[config.mk]
export PLATFORM = sky130hd
export DESIGN_NAME = utf8_to_code_point_decoder_unit_flat
export DESIGN_NICKNAME = d
export VERILOG_FILES = /design/src/design/utf8cpd_pkg.sv /design/src/design/utf8cpd_if.sv /design/src/design/utf8cpd_front.sv /design/src/design/utf8cpd_queue.sv /design/src/design/utf8cpd_back.sv /design/src/design/utf8_to_code_point_decoder_unit.sv /design/src/flat_wrapper.sv
export SDC_FILE = /design/constraint.sdc
export NUM_CORES = 1
export LEC_CHECK = 0
export ABC_CLOCK_PERIOD_IN_PS = 5800
export BUFFER_PORTS_ARGS = -buffer_cell sky130_fd_sc_hd__buf_4
export CAP_MARGIN = 20
export CELL_PAD_IN_SITES_DETAIL_PLACEMENT = 1
export CELL_PAD_IN_SITES_GLOBAL_PLACEMENT = 1
export CORE_MARGIN = 2
export CORE_UTILIZATION = 50
export CTS_CLUSTER_SIZE = 16
export DETAILED_ROUTE_END_ITERATION = 6
export PLACE_DENSITY_LB_ADDON = 0.05
export SLEW_MARGIN = 20
export SYNTH_ARGS = -nofsm -noshare
export SYNTH_HDL_FRONTEND = slang
export SYNTH_SLANG_ARGS = --single-unit
export TNS_END_PERCENT = 50
[constraint.sdc]
create_clock -name i_clk -period 5.8 [get_ports i_clk]
set_input_delay 0.58 -clock i_clk [delete_from_list [all_inputs] [get_ports i_clk]]
set_output_delay 0.58 -clock i_clk [all_outputs]
set_load 0.05 [all_outputs]
[src/design/utf8cpd_pkg.sv]
`timescale 1ns / 1ps
// ----------------------------------------------------------------------------
// utf8cpd_pkg
// Shared types, constants and the byte classifier of the UTF-8 decoder.
// ----------------------------------------------------------------------------
package utf8cpd_pkg;

    localparam int BYTE_W = 8;
    localparam int CP_W   = 21;
    localparam int CNT_W  = 16;

    // Lead byte masks and match patterns
    localparam logic [BYTE_W-1:0] ASCII_LIMIT = 8'h80;
    localparam logic [BYTE_W-1:0] MASK_LEAD2  = 8'he0;
    localparam logic [BYTE_W-1:0] PAT_LEAD2   = 8'hc0;
    localparam logic [BYTE_W-1:0] MASK_LEAD3  = 8'hf0;
    localparam logic [BYTE_W-1:0] PAT_LEAD3   = 8'he0;
    localparam logic [BYTE_W-1:0] MASK_LEAD4  = 8'hf8;
    localparam logic [BYTE_W-1:0] PAT_LEAD4   = 8'hf0;

    localparam logic [CNT_W-1:0]  CAP_RESET   = 16'hffff;

    typedef enum logic [2:0] {
        CLS_ASCII,
        CLS_LEAD2,
        CLS_LEAD3,
        CLS_LEAD4,
        CLS_SKIP,
        CLS_TERM
    } t_byte_class;

    typedef enum logic {
        ST_RUN,
        ST_REPLAY
    } t_back_state;

    typedef struct packed {
        logic [BYTE_W-1:0] data;
        t_byte_class       cls;
    } t_q_entry;

    typedef struct packed {
        logic     valid;
        t_q_entry entry;
    } t_q_push;

    typedef struct packed {
        logic     valid;
        t_q_entry entry;
    } t_q_head;

    // Sort a byte into its lead class
    function automatic t_byte_class classify(input logic [BYTE_W-1:0] b);
        t_byte_class c;
        priority if (b == '0) begin
            c = CLS_TERM;
        end else if (b < ASCII_LIMIT) begin
            c = CLS_ASCII;
        end else if ((b & MASK_LEAD2) == PAT_LEAD2) begin
            c = CLS_LEAD2;
        end else if ((b & MASK_LEAD3) == PAT_LEAD3) begin
            c = CLS_LEAD3;
        end else if ((b & MASK_LEAD4) == PAT_LEAD4) begin
            c = CLS_LEAD4;
        end else begin
            c = CLS_SKIP;
        end
        return c;
    endfunction

endpackage

[src/design/utf8cpd_if.sv]
`timescale 1ns / 1ps
// ----------------------------------------------------------------------------
// utf8cpd_if
// Valid/ready channels of the UTF-8 decoder: byte input, result output and
// the capacity register write.
// ----------------------------------------------------------------------------
interface utf8cpd_in_if;
    logic       valid;
    logic       ready;
    logic [7:0] in_byte;

    modport source (output valid, output in_byte, input ready);
    modport sink   (input valid, input in_byte, output ready);
endinterface

interface utf8cpd_out_if;
    logic        valid;
    logic        ready;
    logic [20:0] code_point;
    logic        is_end;
    logic [15:0] char_count;

    modport source (output valid, output code_point, output is_end, output char_count,
                    input ready);
    modport sink   (input valid, input code_point, input is_end, input char_count,
                    output ready);
endinterface

interface utf8cpd_cfg_if;
    logic        valid;
    logic        ready;
    logic [15:0] out_capacity;

    modport source (output valid, output out_capacity, input ready);
    modport sink   (input valid, input out_capacity, output ready);
endinterface

[src/design/utf8cpd_front.sv]
`timescale 1ns / 1ps
// ----------------------------------------------------------------------------
// utf8cpd_front
// Accepts input bytes, classifies each one and pushes it into the queue.
// ----------------------------------------------------------------------------
module utf8cpd_front
    import utf8cpd_pkg::*;
(
    utf8cpd_in_if.sink i_in,
    input  logic       i_q_full,
    output t_q_push    o_push
);

    // Take a beat whenever the queue has room
    assign i_in.ready = !i_q_full;

    // Tag the byte with its class on the way in
    always_comb begin
        o_push.valid      = i_in.valid && !i_q_full;
        o_push.entry.data = i_in.in_byte;
        o_push.entry.cls  = classify(i_in.in_byte);
    end

endmodule

[src/design/utf8cpd_queue.sv]
`timescale 1ns / 1ps
// ----------------------------------------------------------------------------
// utf8cpd_queue
// Small FIFO of classified bytes between the front and the back.
// ----------------------------------------------------------------------------
module utf8cpd_queue
    import utf8cpd_pkg::*;
#(
    parameter int DEPTH = 4
) (
    input  logic    i_clk,
    input  logic    i_rst_n,
    input  t_q_push i_push,
    output logic    o_full,
    output t_q_head o_head,
    input  logic    i_pop
);

    localparam int PTR_W = $clog2(DEPTH);
    localparam int CNT_W = $clog2(DEPTH + 1);

    t_q_entry           r_mem [DEPTH];
    logic [PTR_W-1:0]   r_wr_ptr;
    logic [PTR_W-1:0]   r_rd_ptr;
    logic [CNT_W-1:0]   r_count;
    logic [PTR_W-1:0]   n_wr_ptr;
    logic [PTR_W-1:0]   n_rd_ptr;
    logic [CNT_W-1:0]   n_count;
    logic               do_push;
    logic               do_pop;

    assign o_full       = (r_count == CNT_W'(DEPTH));
    assign do_push      = i_push.valid && !o_full;
    assign do_pop       = i_pop && (r_count != '0);
    assign o_head.valid = (r_count != '0);
    assign o_head.entry = r_mem[r_rd_ptr];

    // Advance pointers with wrap, track fill level
    always_comb begin
        n_wr_ptr = r_wr_ptr;
        n_rd_ptr = r_rd_ptr;
        n_count  = r_count;
        if (do_push) begin
            n_wr_ptr = (r_wr_ptr == PTR_W'(DEPTH - 1)) ? '0 : r_wr_ptr + 1'b1;
        end
        if (do_pop) begin
            n_rd_ptr = (r_rd_ptr == PTR_W'(DEPTH - 1)) ? '0 : r_rd_ptr + 1'b1;
        end
        if (do_push && !do_pop) begin
            n_count = r_count + 1'b1;
        end else if (do_pop && !do_push) begin
            n_count = r_count - 1'b1;
        end
    end

    always_ff @(posedge i_clk) begin
        if (!i_rst_n) begin
            r_wr_ptr <= '0;
            r_rd_ptr <= '0;
            r_count  <= '0;
        end else begin
            r_wr_ptr <= n_wr_ptr;
            r_rd_ptr <= n_rd_ptr;
            r_count  <= n_count;
        end
    end

    // Store the pushed beat
    always_ff @(posedge i_clk) begin
        if (do_push) begin
            r_mem[r_wr_ptr] <= i_push.entry;
        end
    end

endmodule

[src/design/utf8cpd_back.sv]
`timescale 1ns / 1ps
// ----------------------------------------------------------------------------
// utf8cpd_back
// Sequence assembly: holds open sequences, packs code points, replays the
// bytes after a dropped lead at the terminator and drives the result beat.
// ----------------------------------------------------------------------------
module utf8cpd_back
    import utf8cpd_pkg::*;
(
    input  logic                i_clk,
    input  logic                i_rst_n,
    input  t_q_head             i_head,
    output logic                o_pop,
    input  logic [CNT_W-1:0]    i_capacity,
    utf8cpd_out_if.source       o_out
);

    t_back_state        r_state;
    t_back_state        n_state;
    logic [BYTE_W-1:0]  r_held [3];
    logic [BYTE_W-1:0]  n_held [3];
    logic [1:0]         r_held_cnt;
    logic [1:0]         n_held_cnt;
    logic [1:0]         r_need;
    logic [1:0]         n_need;
    logic [CNT_W-1:0]   r_written;
    logic [CNT_W-1:0]   n_written;
    logic [BYTE_W-1:0]  r_tail [2];
    logic [BYTE_W-1:0]  n_tail [2];
    logic [1:0]         r_tail_cnt;
    logic [1:0]         n_tail_cnt;
    logic [1:0]         r_tail_idx;
    logic [1:0]         n_tail_idx;
    logic               r_out_valid;
    logic               n_out_valid;
    logic [CP_W-1:0]    r_out_cp;
    logic [CP_W-1:0]    n_out_cp;
    logic               r_out_end;
    logic               n_out_end;
    logic [CNT_W-1:0]   r_out_cnt;
    logic [CNT_W-1:0]   n_out_cnt;

    logic               stall;
    logic               feed_en;
    logic [BYTE_W-1:0]  feed_data;
    t_byte_class        feed_cls;
    logic               reload;
    logic               finish;
    logic               emit;
    logic [CP_W-1:0]    emit_cp;
    logic               emit_end;
    logic [CNT_W-1:0]   emit_cnt;
    logic               cap_full;
    logic [BYTE_W-1:0]  lead;

    assign stall    = r_out_valid && !o_out.ready;
    assign cap_full = ({1'b0, r_written} + 17'd1) >= {1'b0, i_capacity};
    assign lead     = r_held[0];

    // Pick the action of this cycle, then apply it to the sequence state
    always_comb begin
        n_state     = r_state;
        n_held      = r_held;
        n_held_cnt  = r_held_cnt;
        n_need      = r_need;
        n_written   = r_written;
        n_tail      = r_tail;
        n_tail_cnt  = r_tail_cnt;
        n_tail_idx  = r_tail_idx;
        n_out_valid = r_out_valid;
        n_out_cp    = r_out_cp;
        n_out_end   = r_out_end;
        n_out_cnt   = r_out_cnt;
        o_pop       = 1'b0;
        feed_en     = 1'b0;
        feed_data   = i_head.entry.data;
        feed_cls    = i_head.entry.cls;
        reload      = 1'b0;
        finish      = 1'b0;
        emit        = 1'b0;
        emit_cp     = '0;
        emit_end    = 1'b0;
        emit_cnt    = '0;

        // Choose: take a queued byte, replay a held byte, drop an open lead or close the run
        if (!stall) begin
            unique case (r_state)
                ST_RUN: begin
                    if (i_head.valid) begin
                        o_pop = 1'b1;
                        if (i_head.entry.cls == CLS_TERM) begin
                            if (r_need == 2'd0) begin
                                finish = 1'b1;
                            end else begin
                                reload = 1'b1;
                            end
                        end else begin
                            feed_en = 1'b1;
                        end
                    end
                end
                ST_REPLAY: begin
                    if (r_tail_idx != r_tail_cnt) begin
                        feed_en    = 1'b1;
                        feed_data  = r_tail[r_tail_idx[0]];
                        feed_cls   = classify(r_tail[r_tail_idx[0]]);
                        n_tail_idx = r_tail_idx + 2'd1;
                    end else if (r_need != 2'd0) begin
                        reload = 1'b1;
                    end else begin
                        finish = 1'b1;
                    end
                end
                default: begin
                end
            endcase
        end

        // Feed one nonzero byte into the sequence assembler
        if (feed_en) begin
            if (r_need == 2'd0) begin
                if (!cap_full) begin
                    unique case (feed_cls)
                        CLS_ASCII: begin
                            emit    = 1'b1;
                            emit_cp = CP_W'(feed_data);
                        end
                        CLS_LEAD2: begin
                            n_need     = 2'd1;
                            n_held[0]  = feed_data;
                            n_held_cnt = 2'd1;
                        end
                        CLS_LEAD3: begin
                            n_need     = 2'd2;
                            n_held[0]  = feed_data;
                            n_held_cnt = 2'd1;
                        end
                        CLS_LEAD4: begin
                            n_need     = 2'd3;
                            n_held[0]  = feed_data;
                            n_held_cnt = 2'd1;
                        end
                        default: begin
                        end
                    endcase
                end
            end else if (r_held_cnt >= r_need) begin
                emit = 1'b1;
                unique case (r_need)
                    2'd1: emit_cp = {10'd0, lead[4:0], feed_data[5:0]};
                    2'd2: emit_cp = {5'd0, lead[3:0], r_held[1][5:0], feed_data[5:0]};
                    default: emit_cp = {lead[2:0], r_held[1][5:0], r_held[2][5:0],
                                        feed_data[5:0]};
                endcase
                n_need     = 2'd0;
                n_held_cnt = 2'd0;
            end else begin
                n_held[r_held_cnt] = feed_data;
                n_held_cnt         = r_held_cnt + 2'd1;
            end
            if (emit) begin
                n_written = r_written + 1'b1;
            end
        end

        // Drop the held lead and queue the bytes after it for replay
        if (reload) begin
            n_tail[0]  = r_held[1];
            n_tail[1]  = r_held[2];
            n_tail_cnt = r_held_cnt - 2'd1;
            n_tail_idx = 2'd0;
            n_need     = 2'd0;
            n_held_cnt = 2'd0;
            n_state    = ST_REPLAY;
        end

        // Close the run with the terminator beat
        if (finish) begin
            emit       = 1'b1;
            emit_end   = 1'b1;
            emit_cnt   = (i_capacity == '0) ? '0 : r_written + 1'b1;
            n_written  = '0;
            n_need     = 2'd0;
            n_held_cnt = 2'd0;
            n_state    = ST_RUN;
        end

        // Load the output register whenever it is free to move
        if (!stall) begin
            n_out_valid = emit;
            n_out_cp    = emit_cp;
            n_out_end   = emit_end;
            n_out_cnt   = emit_cnt;
        end
    end

    always_ff @(posedge i_clk) begin
        if (!i_rst_n) begin
            r_state     <= ST_RUN;
            r_held_cnt  <= '0;
            r_need      <= '0;
            r_written   <= '0;
            r_tail_cnt  <= '0;
            r_tail_idx  <= '0;
            r_out_valid <= 1'b0;
        end else begin
            r_state     <= n_state;
            r_held_cnt  <= n_held_cnt;
            r_need      <= n_need;
            r_written   <= n_written;
            r_tail_cnt  <= n_tail_cnt;
            r_tail_idx  <= n_tail_idx;
            r_out_valid <= n_out_valid;
        end
    end

    // Payload registers
    always_ff @(posedge i_clk) begin
        r_held    <= n_held;
        r_tail    <= n_tail;
        r_out_cp  <= n_out_cp;
        r_out_end <= n_out_end;
        r_out_cnt <= n_out_cnt;
    end

    assign o_out.valid      = r_out_valid;
    assign o_out.code_point = r_out_cp;
    assign o_out.is_end     = r_out_end;
    assign o_out.char_count = r_out_cnt;

endmodule

[src/design/utf8_to_code_point_decoder_unit.sv]
`timescale 1ns / 1ps
// ----------------------------------------------------------------------------
// utf8_to_code_point_decoder_unit
// UTF-8 byte stream to code point decoder with capacity limit.
//
//   channel  dir  beat
//   i_in     in   in_byte: one byte of text, zero ends the string
//   o_out    out  code_point, is_end, char_count: one result
//   i_cfg    in   out_capacity: output buffer size, terminator included
//
// A nonzero byte is taken by the back stage from the queue head, so bytes
// stream at one per cycle while o_out does not stall and no replay runs;
// a byte is registered in the queue and its result in the output register.
// A terminator inside a sequence replays the bytes after each dropped lead.
// The queue (QUEUE_DEPTH entries) lets input run on while o_out stalls.
// Reset empties the queue and closes any sequence; capacity resets to 65535.
// ----------------------------------------------------------------------------
module utf8_to_code_point_decoder_unit
    import utf8cpd_pkg::*;
#(
    parameter int QUEUE_DEPTH = 4
) (
    input  logic          i_clk,
    input  logic          i_rst_n,
    utf8cpd_in_if.sink    i_in,
    utf8cpd_out_if.source o_out,
    utf8cpd_cfg_if.sink   i_cfg
);

    logic [CNT_W-1:0] r_out_capacity;
    t_q_push          push;
    t_q_head          head;
    logic             q_full;
    logic             pop;

    // Capacity register, always writable
    assign i_cfg.ready = 1'b1;

    always_ff @(posedge i_clk) begin
        if (!i_rst_n) begin
            r_out_capacity <= CAP_RESET;
        end else if (i_cfg.valid) begin
            r_out_capacity <= i_cfg.out_capacity;
        end
    end

    utf8cpd_front u_front (
        .i_in     (i_in),
        .i_q_full (q_full),
        .o_push   (push)
    );

    utf8cpd_queue #(
        .DEPTH (QUEUE_DEPTH)
    ) u_queue (
        .i_clk   (i_clk),
        .i_rst_n (i_rst_n),
        .i_push  (push),
        .o_full  (q_full),
        .o_head  (head),
        .i_pop   (pop)
    );

    utf8cpd_back u_back (
        .i_clk      (i_clk),
        .i_rst_n    (i_rst_n),
        .i_head     (head),
        .o_pop      (pop),
        .i_capacity (r_out_capacity),
        .o_out      (o_out)
    );

endmodule

[src/flat_wrapper.sv]
// flat-port wrapper written by rule: the top's interface ports become plain ports
module utf8_to_code_point_decoder_unit_flat import utf8cpd_pkg::*;
#(
    parameter int QUEUE_DEPTH = 4
)
  (i_clk, i_rst_n, i_in_valid, i_in_in_byte, i_in_ready, o_out_valid, o_out_code_point, o_out_is_end, o_out_char_count, o_out_ready, i_cfg_valid, i_cfg_out_capacity, i_cfg_ready);
  utf8cpd_in_if i_in_i ();
  utf8cpd_out_if o_out_i ();
  utf8cpd_cfg_if i_cfg_i ();
  input  logic i_clk;
  input  logic i_rst_n;
  input wire logic [$bits(i_in_i.valid)-1:0] i_in_valid;
  input wire logic [$bits(i_in_i.in_byte)-1:0] i_in_in_byte;
  output wire logic [$bits(i_in_i.ready)-1:0] i_in_ready;
  output wire logic [$bits(o_out_i.valid)-1:0] o_out_valid;
  output wire logic [$bits(o_out_i.code_point)-1:0] o_out_code_point;
  output wire logic [$bits(o_out_i.is_end)-1:0] o_out_is_end;
  output wire logic [$bits(o_out_i.char_count)-1:0] o_out_char_count;
  input wire logic [$bits(o_out_i.ready)-1:0] o_out_ready;
  input wire logic [$bits(i_cfg_i.valid)-1:0] i_cfg_valid;
  input wire logic [$bits(i_cfg_i.out_capacity)-1:0] i_cfg_out_capacity;
  output wire logic [$bits(i_cfg_i.ready)-1:0] i_cfg_ready;
  assign i_in_i.valid = i_in_valid;
  assign i_in_i.in_byte = i_in_in_byte;
  assign i_in_ready = i_in_i.ready;
  assign o_out_valid = o_out_i.valid;
  assign o_out_code_point = o_out_i.code_point;
  assign o_out_is_end = o_out_i.is_end;
  assign o_out_char_count = o_out_i.char_count;
  assign o_out_i.ready = o_out_ready;
  assign i_cfg_i.valid = i_cfg_valid;
  assign i_cfg_i.out_capacity = i_cfg_out_capacity;
  assign i_cfg_ready = i_cfg_i.ready;
  utf8_to_code_point_decoder_unit #(.QUEUE_DEPTH(QUEUE_DEPTH)) u_core (.i_clk(i_clk), .i_rst_n(i_rst_n), .i_in(i_in_i), .o_out(o_out_i), .i_cfg(i_cfg_i));
endmodule
; After elaboration in Yosys (flattened, before gate mapping)
; Memories as Yosys holds them, arrays and structs flattened. A register that Yosys moved wholly into a read port is not among the register bits.
; Cells that the tools add are included.
; Widths: inputs -> output; s select.
[op_classes]
n_addsub = 9
order_cmp = 7
eq_ne = 20
mux = 77
n_bitwise = 8
reduce_logical = 31
[op_table]
columns = op, n
row1 = $mux 8, 12
row2 = $mux 3, 15
row3 = $mux 21, 2
row4 = $pmux 21 s2, 1
row5 = $mux 1, 29
row6 = $bwmux 24, 1
row7 = $mux 24, 1
row8 = $mux 2, 11
row9 = $add 16x1->17 const B, 1
row10 = $ge 17x16->1, 1
row11 = $add 16x1->16 const B, 1
row12 = $demux 8 s2, 1
row13 = $logic_not 16->1, 1
row14 = $logic_not 8->1, 2
row15 = $lt 8x8->1 const B, 2
row16 = $eq 3x3->1 const B, 4
row17 = $eq 5x5->1 const B, 2
row18 = $reduce_and 3->1, 3
row19 = $add 2x1->2 const B, 4
row20 = $eq 4x4->1 const B, 2
row21 = $reduce_and 4->1, 2
row22 = $logic_and 1x1->1, 7
row23 = $eq 2x2->1 const B, 3
row24 = $eq 3x2->1 const B, 2
row25 = other kinds (25), 42
[word_totals]
reg_bits = 127
ram_bits = 44
input_bits = 29
out_inout_bits = 41
memories = 1
[mem_list]
columns = name, words, word_bits, rd, rd_clocked_by_memory_dff, write_ports, line_no
row1 = u_core.u_queue.r_mem, 4, 11, 1, 1, 1, utf8cpd_queue.sv:22  ; t_q_entry r_mem [DEPTH];

; Logic depth before layout (Yosys ltp)
[logic_depth]
word_depth = 20
mapped_depth = 16
depth_no_buf = 14

; By module
; A second synthesis with hierarchy kept.
[hier_totals]
hier_cells = 665
area_unflattened_um2 = 7932.6
[by_module_without_submodules]
columns = module, n_inst, cells_each, area_each_um2, seq_area_each_um2
row1 = utf8cpd_back, 1, 482, 5142.4, 2772.7
row2 = utf8cpd_queue, 1, 108, 2063.2, 1501.4
row3 = utf8_to_code_point_decoder_unit, 1, 54, 591.8, 320.3
row4 = utf8cpd_front, 1, 21, 135.1, 0.0

; Worst setup path after synthesis
; Ideal clock, no wire load.
[synth_path]
path_type = register -> register
startpoint = register u_core.u_back.r_out_valid, in the netlist u_core.u_back.o_out.valid
endpoint = register u_core.u_back.r_held, in the netlist u_core.u_back.lead[0], enable pin
setup_time_ps = 339
arrival_time_ps = 3129
path_slack_ps = 2331
path_stages_with_launch = 9
n_path_buf = 0
path_cell_list = dfxtp_1 > nor2b_1 > inv_1 > o211ai_1 > a221o_1 > a211oi_4 > nand2_1 > o31a_1 > nor2_1
[synth_via]
elab_chain_len = 6
elab_cells_between_ends = 9
[synth_rtl]
columns = element, line_no
row1 = "start, declared", utf8cpd_back.sv:34  ; logic r_out_valid;
row2 = "start signal, assigned", utf8cpd_back.sv:213  ; r_out_valid <= n_out_valid;
row3 = $logic_and 1x1->1 (*), utf8cpd_back.sv:56  ; assign stall = r_out_valid && !o_out.ready;
row4 = $mux 3, utf8cpd_back.sv:86  ; if (!stall) begin
row5 = $eq 3x2->1 or $eq 3x1->1 (tied branches), utf8cpd_back.sv:123  ; unique case (feed_cls)
row6 = $reduce_or 3->1 (no source line), n/a
row7 = $ne 2x2->1 (no source line), n/a
row8 = $reduce_and 4->1 (no source line) (*), n/a
row9 = "end signal, assigned", utf8cpd_back.sv:219  ; r_held <= n_held;
row10 = "end, declared", utf8cpd_back.sv:20  ; logic [BYTE_W-1:0] r_held [3];
; Mark *: on every way between the ends. The rest lies on a longest branch, timed or not.
; A chain may end at the register's enable or synchronous reset.

; Worst setup path after layout
[layout_path]
startpoint = register u_core.u_back.r_written[0]
endpoint = register u_core.u_back.r_held, in the netlist u_core.u_back.lead[2], enable pin
[layout_via]
elab_chain_len = 4
[layout_rtl]
columns = element, line_no
row1 = "start, declared", utf8cpd_back.sv:26  ; logic [CNT_W-1:0] r_written;
row2 = "start signal, assigned", utf8cpd_back.sv:210  ; r_written <= n_written;
row3 = $add 16x1->17, utf8cpd_back.sv:57  ; assign cap_full = ({1'b0, r_written} + 17'd1) >= {1'b0, i_capacity};
row4 = $ge 17x16->1, utf8cpd_back.sv:57
row5 = $ne 2x2->1 (no source line), n/a
row6 = $reduce_and 4->1 (no source line), n/a
; No other way between the ends.

==> flow_summary.toml <==
[sta]
period_share = 0.690
setup_tns_ps = 0
finalClockSkew_ps = 6.91
rsz0062_at_grt = "false"
drv_slew = 0
slew_headroom = 0.378
fmax_mhz = 250
setup_viol = 0
hold_viol = 0
period_needed_ps = 4000
tightest_slew_ps = 930

[flow_run]
maxCapViolCount = 0

[placed_design]
port_buffers = 68
placed_cell_area_um2 = 8400
gp_congestion = 0.868
hpwl_mm = 13.5

[critical_path]
required_ps = 5890
crit_end = "u_core.u_back.lead[2]$_DFFE_PP_"
critPathKind = "reg -> reg"
max_stage_delay_ps = 430
r2r_slack_ps = 1800
r2r_start = "u_core.u_back.r_written[0]$_SDFFE_PP0P_"
worstPathCellList = "ha_1 > nand3_1 > nor2_1 > nand2_1 > xnor2_1 > ha_1 > and4_1 > and2_1 > a31o_2 > a211oi_4 > nand2_1 > o31a_1 > nor2_1"
rr_endpoint = "u_core.u_back.lead[2]$_DFFE_PP_"
cp-startpoint = "u_core.u_back.r_written[0]$_SDFFE_PP0P_"
arrival_ps = 4100
path_max_fanout = 7
reg2reg_depth = 13
cp_slowest_cell = "dfxtp_1"
crit_path_end_kind = "flop"
start_kind = "flop"

[routing]
drt_first_pass_iters = 5
vias_per_cell = 5.82
detail-route-antenna-nets = 0
wirelength_mm = 19.1
drt_iter0_drc = 350
wl_per_cell_um = 21.2
via_count = 5254
drc_errors = 0

[logic_synthesis]
yosys.area.top_type = "edfxtp_1"
syn-cell-area_um2 = 7750
yosysMostFrequentCell = "edfxtp_1"
synth_area_leaders = "edfxtp_1, dfxtp_1, ha_1"
yosysWarnings = 0
synth-simple-area-share = 0.136
synthAdderAreaFrac = 0.0526
synth-seq-cells = 170
avgSynthCellArea_um2 = 12.1
synth_top_family_by_area = "simple AND/OR/NAND/NOR gates"
synthFlopType = "edfxtp_1"
async_reset_ff_frac = 0
synth_compound_gate_area_share = 0.110
yosysUniqueCellTypes = 57
syn_inst = 639
yosysSeqAreaShare = 0.593
synth-edff-count = 119
synthXorXnorAreaFrac = 0.0237
synth_top_area_frac = 0.461
synthesis.nets = 700
synth.area.mux_share = 0.0518
ys_top_cells_by_count = "edfxtp_1, dfxtp_1, nand2_1"

[global_route]
first_global_vias = 5346
grt_util_met1 = 0.333
grt_pass1_wl_mm = 29.7
antenna_found_initial = 0
grtUsageMet3 = 0.0453
overflow = 0
grt.busiest_layer = "met2"
grt_usage = 0.243
grt_max_degree = 42
gr-usage-met2 = 0.394

[clock_tree]
cts_setup_buffers = 0
h-tree-depth = 4
cts_hold_buffers = 0
cts_tree = "built"
clock-root-buffer = "clkbuf_16"
ctsResizeCount = 0
clk_pin_slew_worst_paths_ps = 60
cts_buffer_depth = 2
cts_sinks = 170
cts_buffers = 17
clkLatencyLatePin_ps = 440

[cells_and_area]
layout-drive-gt1-share = 0.158
diodes = 0
fin_area_um2 = 8970
fillers = 1556
nets = 763
syn_to_final_growth_pct = 15.7

[floorplanning]
core_area_um2 = 15200
die_w_um = 129
top_level_ports = 70
num_rows = 45
die_h_um = 129
die_area_um2 = 16500
initial_utilization = 0.510

[power]
powerDensity_nw_per_um2 = 445
p_total_mw = 3.99
irDropWorstVdd_mv = 0.235
leakagePower_nw = 3.57

[worst_hold_path]
min_path_cells = 3
hold_class = "in -> reg"

[outcome]
status = "complete, no violations"
-- flip-flops by register name, indices dropped and copies added (netlist names), 2 cells and up, named ones only --
name and count:
u_core.u_queue.r_mem 44, u_core.u_back.o_out.code_point 21, u_core.r_out_capacity 16, u_core.u_back.o_out.char_count 16, u_core.u_back.r_held 16, u_core.u_back.r_tail 16, u_core.u_back.r_written 16, u_core.u_back.lead 5
u_core.u_queue.r_count 3, u_core.u_back.r_held_cnt 2, u_core.u_back.r_need 2, u_core.u_back.r_tail_cnt 2, u_core.u_back.r_tail_idx 2, u_core.u_queue.r_rd_ptr 2, u_core.u_queue.r_wr_ptr 2
-- cell type report --
type / count / area, um^2 / area share
repair buffers: 71 / 533 / 0.0594
multi-input cells: 407 / 2900 / 0.323
clock buffers: 18 / 429 / 0.0478
inverters: 35 / 131 / 0.0146
flip-flops and latches: 170 / 4590 / 0.512
well taps: 188 / 235 / 0.0262
clock inverters: 13 / 146 / 0.0163
-- logic make-up after synthesis --
family	after synthesis
other	1
AND/OR/NAND/NOR	204
flip-flops	170
multiplexers	23
XOR/XNOR	21
buffers and inverters	62
AO/OA/AOI/OAI	126
adder cells (fa/ha/maj)	32
-- routing by layer --
layer  vias to the layer above  wire length (um)
met5                         -                 0
met4                         0               337
met3                        25               804
met2                       114              9140
met1                      2619              8820
li1                       2496                 -
-- report_power, final --
group	switching [mW]	internal, mW
clock network	0.487	0.636
logic	0.825	0.402
registers	0.120	1.52
-- cell usage in the layout, fill, tap and decap left out, types with 6 or more instances in the layout --
master,count
xor2_1,6
ha_1,31
mux2i_1,12
or3_1,16
a21oi_1,42
a22oi_1,6
o211ai_1,17
buf_4,71
and3_1,19
o21ai_0,25
clkbuf_16,17
xnor2_1,15
edfxtp_1,119
nor2_1,39
nand2b_1,8
nand2_1,43
nor2b_1,12
dfxtp_1,51
mux4_1,9
nand4_1,7
nor4_1,10
nor3_1,6
and2_1,10
inv_1,35
nand3_1,22
-- how the worst min path moves through the flow --
stage | startpoint | end | slack, ps
3_5_place_dp | u_core.u_back.r_held[7]$_DFFE_PP_ | u_core.u_back.r_tail[7]$_DFFE_PP_ | 410
5_1_grt | i_in_in_byte[1] | u_core.u_queue.r_mem[0][4]$_DFFE_PP_ | 350
6_report | i_cfg_out_capacity[0] | u_core.r_out_capacity[0]$_SDFFE_PN1P_ | 360
4_1_cts | i_in_in_byte[1] | u_core.u_queue.r_mem[2][4]$_DFFE_PP_ | 340
2_1_floorplan | u_core.u_back.r_held[14]$_DFFE_PP_ | u_core.u_back.r_tail[14]$_DFFE_PP_ | 400
3_3_place_gp | u_core.u_back.r_held[15]$_DFFE_PP_ | u_core.u_back.r_tail[15]$_DFFE_PP_ | 400
-- worst max-delay path: cells and delay by family (launching register included) --
kind / cells / cell delay (ps)
adder cells (fa/ha/maj): 2 / 570
AND/OR/NAND/NOR: 7 / 1510
XOR/XNOR: 1 / 340
flip-flops: 1 / 430
AO/OA/AOI/OAI: 3 / 820
-- stage by stage --
step / std cells / utilization / hold WS, ps / setup slack [ps]
after CTS: 902 / 0.590 / 339 / 1800
after detailed placement: 871 / 0.552 / 406 / 1810
after global routing: 902 / 0.590 / 346 / 1520
final: 902 / 0.590 / 359 / 1800
after global placement: 871 / 0.552 / 401 / 2000
after floorplan: 639 / - / 400 / 2330
Power figures use the tool's default switching activity.
